File: config.mk
export PLATFORM = sky130hd
export DESIGN_NAME = fmgn_div
export DESIGN_NICKNAME = d
export VERILOG_FILES = /design/src/sv/fmgn_pkg.sv /design/src/sv/fmgn_div.sv
export SDC_FILE = /design/constraint.sdc
export NUM_CORES = 1
export LEC_CHECK = 0
export BUFFER_PORTS_ARGS = -buffer_cell sky130_fd_sc_hd__buf_2
export CAP_MARGIN = 40
export CORE_ASPECT_RATIO = 1.1
export CORE_MARGIN = 2
export CORE_UTILIZATION = 25
export DETAILED_ROUTE_END_ITERATION = 6
export GPL_ROUTABILITY_DRIVEN = 0
export GPL_TIMING_DRIVEN = 1
export HOLD_SLACK_MARGIN = 0.15
export PLACE_DENSITY = 0.41
export REMOVE_ABC_BUFFERS = 1
export SETUP_SLACK_MARGIN = 0.1
export SYNTH_ARGS = -nofsm -noshare
export SYNTH_HDL_FRONTEND = slang
export SYNTH_SLANG_ARGS = --single-unit
File: constraint.sdc
create_clock -name clk -period 4.3 [get_ports clk]
set_input_delay 0.645 -clock clk [delete_from_list [all_inputs] [get_ports clk]]
set_output_delay 0.645 -clock clk [all_outputs]
set_load 0.05 [all_outputs]
File: src/sv/fmgn_pkg.sv
// Shared types and constants of the frame min/max gray normalizer.
// No dependencies; every module of the block imports this package.
`default_nettype none

package fmgn_pkg;

	// fixed field widths
	localparam int SAMPLE_W   = 16;
	localparam int GRAY_W     = 8;
	localparam int IDX_W      = 8;
	localparam int DIM_W      = 9;
	localparam int FS_W       = 12;
	localparam int CFG_IDX_W  = 2;
	localparam int CFG_DATA_W = 12;

	// |v| or v-min, one bit over the sample width
	localparam int MAG_W      = SAMPLE_W + 1;
	// magnitude times 255
	localparam int GRAY_NUM_W = MAG_W + GRAY_W;
	// divisor: span of the frame or the full scale
	localparam int DEN_W      = SAMPLE_W;

	localparam logic [GRAY_W-1:0] GRAY_MAX = '1;

	localparam logic CMD_LOAD  = 1'b0;
	localparam logic CMD_FETCH = 1'b1;

	typedef enum logic [CFG_IDX_W-1:0] {
		REG_WIDTH      = 2'd0,
		REG_HEIGHT     = 2'd1,
		REG_DIFF_MODE  = 2'd2,
		REG_FULL_SCALE = 2'd3
	} reg_idx_t;

	typedef enum logic [2:0] {
		ST_IDLE,
		ST_READ,
		ST_PRE,
		ST_GDIV,
		ST_OUT,
		ST_CSTART,
		ST_CDIV
	} state_t;

	// divider command: start a run, long run for pixel coordinates
	typedef struct packed {
		logic start;
		logic wide;
	} div_ctl_t;

endpackage

`default_nettype wire

File: src/sv/fmgn_div.sv
// Restoring divider, one quotient bit per cycle.
// Short run gives GRAY_W quotient bits, long run gives Q_W. Depends on fmgn_pkg.
`default_nettype none

module fmgn_div import fmgn_pkg::*; #(
	parameter int NUM_W = 25,
	parameter int Q_W   = 17
) (
	input  wire logic             clk,
	input  wire logic             arst_n,
	input  wire div_ctl_t         ctl,
	input  wire logic [NUM_W-1:0] num,
	input  wire logic [DEN_W-1:0] den,
	output logic      [Q_W-1:0]   quo,
	output logic      [DEN_W-1:0] rem,
	output logic                  done
);

	localparam int DSH_W   = DEN_W + Q_W - 1;
	localparam int CMP_W   = (NUM_W > DSH_W) ? NUM_W : DSH_W;
	localparam int STEP_W  = $clog2(Q_W + 1);

	logic [NUM_W-1:0]  rem_q;
	logic [DSH_W-1:0]  dsh_q;
	logic [Q_W-1:0]    quo_q;
	logic [STEP_W-1:0] step_q;
	logic              busy_q;
	logic              done_q;

	logic             ge;
	logic [CMP_W-1:0] diff;

	assign ge   = CMP_W'(rem_q) >= CMP_W'(dsh_q);
	assign diff = CMP_W'(rem_q) - CMP_W'(dsh_q);

	always_ff @(posedge clk or negedge arst_n) begin
		if (!arst_n) begin
			busy_q <= 1'b0;
			done_q <= 1'b0;
			step_q <= '0;
		end else begin
			done_q <= 1'b0;
			if (ctl.start) begin
				busy_q <= 1'b1;
				step_q <= ctl.wide ? STEP_W'(Q_W) : STEP_W'(GRAY_W);
			end else if (busy_q) begin
				step_q <= step_q - 1'b1;
				if (step_q == STEP_W'(1)) begin
					busy_q <= 1'b0;
					done_q <= 1'b1;
				end
			end
		end
	end

	always_ff @(posedge clk) begin
		if (ctl.start) begin
			rem_q <= num;
			dsh_q <= ctl.wide ? (DSH_W'(den) << (Q_W - 1)) : (DSH_W'(den) << (GRAY_W - 1));
			quo_q <= '0;
		end else if (busy_q) begin
			if (ge) begin
				rem_q <= diff[NUM_W-1:0];
			end
			quo_q <= {quo_q[Q_W-2:0], ge};
			dsh_q <= dsh_q >> 1;
		end
	end

	assign quo  = quo_q;
	assign rem  = rem_q[DEN_W-1:0];
	assign done = done_q;

endmodule

`default_nettype wire
Yosys cells after proc, flatten, opt, wreduce, memory -nomap -nowiden
Index checks and enable logic that the tools add are counted.

Shifts and indexed selects: 0. Multiplexer cells: 15. Multiply operators: 0. Reductions and logical operators: 3. Div/mod/pow operators: 0. Bitwise operators: 0. Add/sub/neg operators: 2. Equal/unequal tests: 1. Order comparisons: 1.

Operators by type and width (count): 32-bit 2-to-1 mux (3); 25-bit 2-to-1 mux (3); 25-bit by 32-bit greater-or-equal comparator with 1-bit output (1); 25-bit subtractor (1); 5-bit 2-to-1 mux (3); 1-bit 2-to-1 mux (6); 5-bit by 1-bit == test with 1-bit output, second input constant (1); 5-bit by 1-bit subtractor with 5-bit output, second input constant (1); 2-bit nonzero test (2); 2-bit AND reduction (1).

Output and inout port bits: 34. ROM bits: 0. Bits in writable memories: 0. Memories: 0. Latch bits: 0. Register bits after elaboration: 81.

Longest topological paths before layout
Depth in word-level cells: 4. Depth in mapped cells: 10. Mapped depth without buffers: 10.

Least setup slack after synthesis
OpenSTA, ideal clock, no wires.

Kind: register to register. Start point: register rem_q[19]. End point: register rem_q[0] (enable). Setup slack: 1.424 ns. Data required time: 3.802 ns. Clock period less this slack: 2.876 ns. Data arrival time: 2.378 ns. Buffers on the path: 1. Cell stages (with the launch flop): 10. Cell sequence: edfxtp_1 -> ha_1 -> clkbuf_1 -> a21oi_2 -> o21ai_1 -> a31o_2 -> a211oi_1 -> o21bai_1 -> nand3_1 -> nand3_1.

Cells in the longest elaborated chain, start to end: 3.

Ends and longest elaborated chain: start, declared (line fmgn_div.sv:23) `logic [NUM_W-1:0] rem_q;`; start signal, assigned (line fmgn_div.sv:58) `rem_q <= num;`; start signal, assigned (line fmgn_div.sv:63) `rem_q <= diff[NUM_W-1:0];`; 25-bit by 32-bit greater-or-equal comparator with 1-bit output (line fmgn_div.sv:33) `assign ge = CMP_W'(rem_q) >= CMP_W'(dsh_q);`; 2-bit nonzero test (no source line); 2-bit AND reduction (no source line).

Every way passes these cells. A chain may end at the register's enable or synchronous reset.

Worst setup path in the final report
Start point: register dsh_q[28]. End point: register rem_q[0] (enable).

Cells in the longest elaborated chain, start to end: 3.

Ends and longest elaborated chain: start, declared (line fmgn_div.sv:24) `logic [DSH_W-1:0] dsh_q;`; start signal, assigned (line fmgn_div.sv:59) `dsh_q <= ctl.wide ? (DSH_W'(den) << (Q_W - 1)) : (DSH_W'(den) << (GRAY_W - 1));`; start signal, assigned (line fmgn_div.sv:66) `dsh_q <= dsh_q >> 1;`; 25-bit by 32-bit greater-or-equal comparator with 1-bit output (line fmgn_div.sv:33); 2-bit nonzero test (no source line); 2-bit AND reduction (no source line).

Every way passes these cells.

==> results.tsv <==
metric	value	unit
drv_cap	0	
numCtsBuffers	9	
arrival	2.92	ns
power.total	0.00357	W
slew_headroom	52.0	%
cts_resized	0	
yosysTopAreaCell	edfxtp_1	
yosys_warnings	0	
syn_area_per_cell	9.43	sq um
seqCellArea	0.00223	sq mm
ys_top_cells_by_count	57 x edfxtp_1, 56 x nand2_1, 46 x o21ai_0	
rsz0062_at_grt	false	
design.core.area	0.0192	sq mm
reg2reg_slack	1.39	ns
n_fill_cell	2074	
design_area	0.00577	sq mm
reg2reg_to	rem_q[0]	
fmax	0.343	GHz
synthTopCellsByArea	edfxtp_1 35%, dfxtp_1 6.9%, ha_1 6.8%, mux2i_1 5.1%, o21ai_0 4.7%	
postRouteAntennaNets	0	
outcome	completed	
initial_core_util	25.7	%
diodes	0	
setup_tns	0	ns
finalCritPeriodShare	67.7	%
clkLatencyLatePin	0.35	ns
grt_pass1_vias	3872	
cts_buffer_depth	2	
dieArea	0.0209	sq mm
post_drt_wl_per_cell	16.8	um
worstMarginPinSlew	0.717	ns
clockRootBuffer	clkbuf_16	
grt_usage	13.7	%
synth_edf_count	57	
peakVddDrop	0.206	mV
intPower	0.00209	W
place_area	0.00546	sq mm
hold_viol_final	0	
drive_gt1_share	18.7	%
whs_path_depth	2	
critPathLaunch	dsh_q[28]	
syn-cell-area	0.00493	sq mm
grt_pass1_wl	21500	um
rr_startpoint	dsh_q[28]	
grt_max_degree	61	
drt_iter0_markers	288	
num_io_pins	79	
ys_seq_elements	81	
setup_viol	0	
hold_path.class	register to register	
p_comb_share	46.3	%
cts_sinks	81	
vias	3919	
startpoint_type	register	
p_per_area	619	mW/mm^2
fin_skew	0.00781	ns
sequentialPowerShare	31.4	%
crit_required	4.30	ns
fp.dieW	138	um
cp-end-kind	register	
die_height	151	um
pwr-share-clk	22.3	%
dp_slack	1.40	ns
synthCells	523	
overflow	0	
synth.top_cell.area_share	34.7	%
whs_endpoint	quo[16]	
path_max_fanout	25	
area_growth	16.9	%
rows	53	
port_buffers	78	
drcViolationCount	0	
reg2regPathDepth	8	
antenna_found_initial	0	
wl	13900	um
path_clk_slew	0.07	ns
fin_nets	646	
cellLeakagePower	2.53	nW
layout_min_cycle_time	2.91	ns
synthFlopType	edfxtp_1	
synth.distinct_cells	53	
async_flop_share	8.64	%
multiInputGateArea	0.00236	sq mm
drt_first_pass_iters	4	
switchingPower	0.00148	W
worstSetupPathType	register to register	
p_sw_share	41.4	%
fin_util	30.0	%
tritoncts	built	
htree_levels	3	
seq_area_frac_synth	45.1	%
post-synth-top-count-cell	edfxtp_1	
setup_ws	1.39	ns
min-delay-start	quo[16]	
hpwl	10400	um
finalMaxSlewViolations	0	
viasPerCell	4.75	
[final cells by class]
cell class / count / area share (%)
clock buffer: 12 / 4.71
clock inverter: 4 / 0.564
inverter: 31 / 2.02
multi-input combinational: 366 / 40.9
sequential: 81 / 38.6
tap: 247 / 5.36
timing repair buffer: 84 / 7.85
[worst max-delay path, stage by stage, from the launching register on]
cell and delay [ns]:
edfxtp_1 0.38, or4_1 0.55, nor4_1 0.54, and3_1 0.30
nand2b_1 0.06, a21oi_1 0.15, o21ai_0 0.11, nand3_1 0.11
buf_4 0.36
[layer usage]
metal	part of all wire (%)	vias to the layer above	wire length [um]	global-route usage (%)
met5	0	-	0	0
met4	1.9	0	258	5.82
met1	49	1864	6740	18.7
met3	4.1	15	564	2.24
met2	46	91	6330	21.3
li1	-	1949	-	-
[kinds of logic after synthesis]
group           synth area share, %
simple gates                   15.0
compound gates                 16.4
flops                          45.1
buf+inv                        7.03
fa+ha+maj                      7.25
mux                            5.07
xor+xnor                       4.08
[layout by cell type (no fill, tap or decap), types with 10 or more instances in the layout]
cell	n
nor2_1	41
xnor2_1	13
nand3_1	11
edfxtp_1	57
dfxtp_1	17
a21oi_1	35
clkbuf_16	10
o21ai_0	46
inv_1	31
buf_2	77
nand2_1	56
mux2i_1	25
ha_1	27
xor2_1	10
[sequential cells by signal, indices dropped and copies added, names as in the netlist]
name,flops
dsh_q,32
rem_q,25
quo,17
step_q,5
busy_q,1
done,1
[repair_timing]
| action | 4_1_cts | 5_1_grt |
|---|---|---|
| hold buffers | 1 | 0 |
| buffers inserted | 0 | 0 |
| endpoints found under the hold margin | 7 | 0 |
[worst max path at each step]
stage	to	slack, ns	cells after the start
after floorplan	rem_q[0]	1.11	10
after CTS	rem_q[14]	1.38	8
final	rem_q[0]	1.39	8
after detailed placement	rem_q[4]	1.40	8
after global routing	rem_q[2]	1.15	8
after global placement	rem_q[4]	1.55	11
[stage by stage]
| step | hold WS, ns | std cells |
|---|---|---|
| 3_5_place_dp | 0.485 | 808 |
| 3_3_place_gp | 0.480 | 807 |
| 6_report | 0.502 | 825 |
| 2_1_floorplan | 0.349 | 478 |
| 5_1_grt | 0.540 | 825 |
| 4_1_cts | 0.502 | 825 |
[power by group through the flow]
stage / Combinational, W / Sequential, W / Clock, W
floorplan: 0.00105 / 0.00130 / 0
global placement: 0.00165 / 0.00114 / 0
detailed placement: 0.00164 / 0.00114 / 0
CTS: 0.00166 / 0.00113 / 0.000825
global route: 0.00183 / 0.00114 / 0.000844
finish: 0.00165 / 0.00112 / 0.000797
Note: power is estimated with default switching activity, not from simulation.
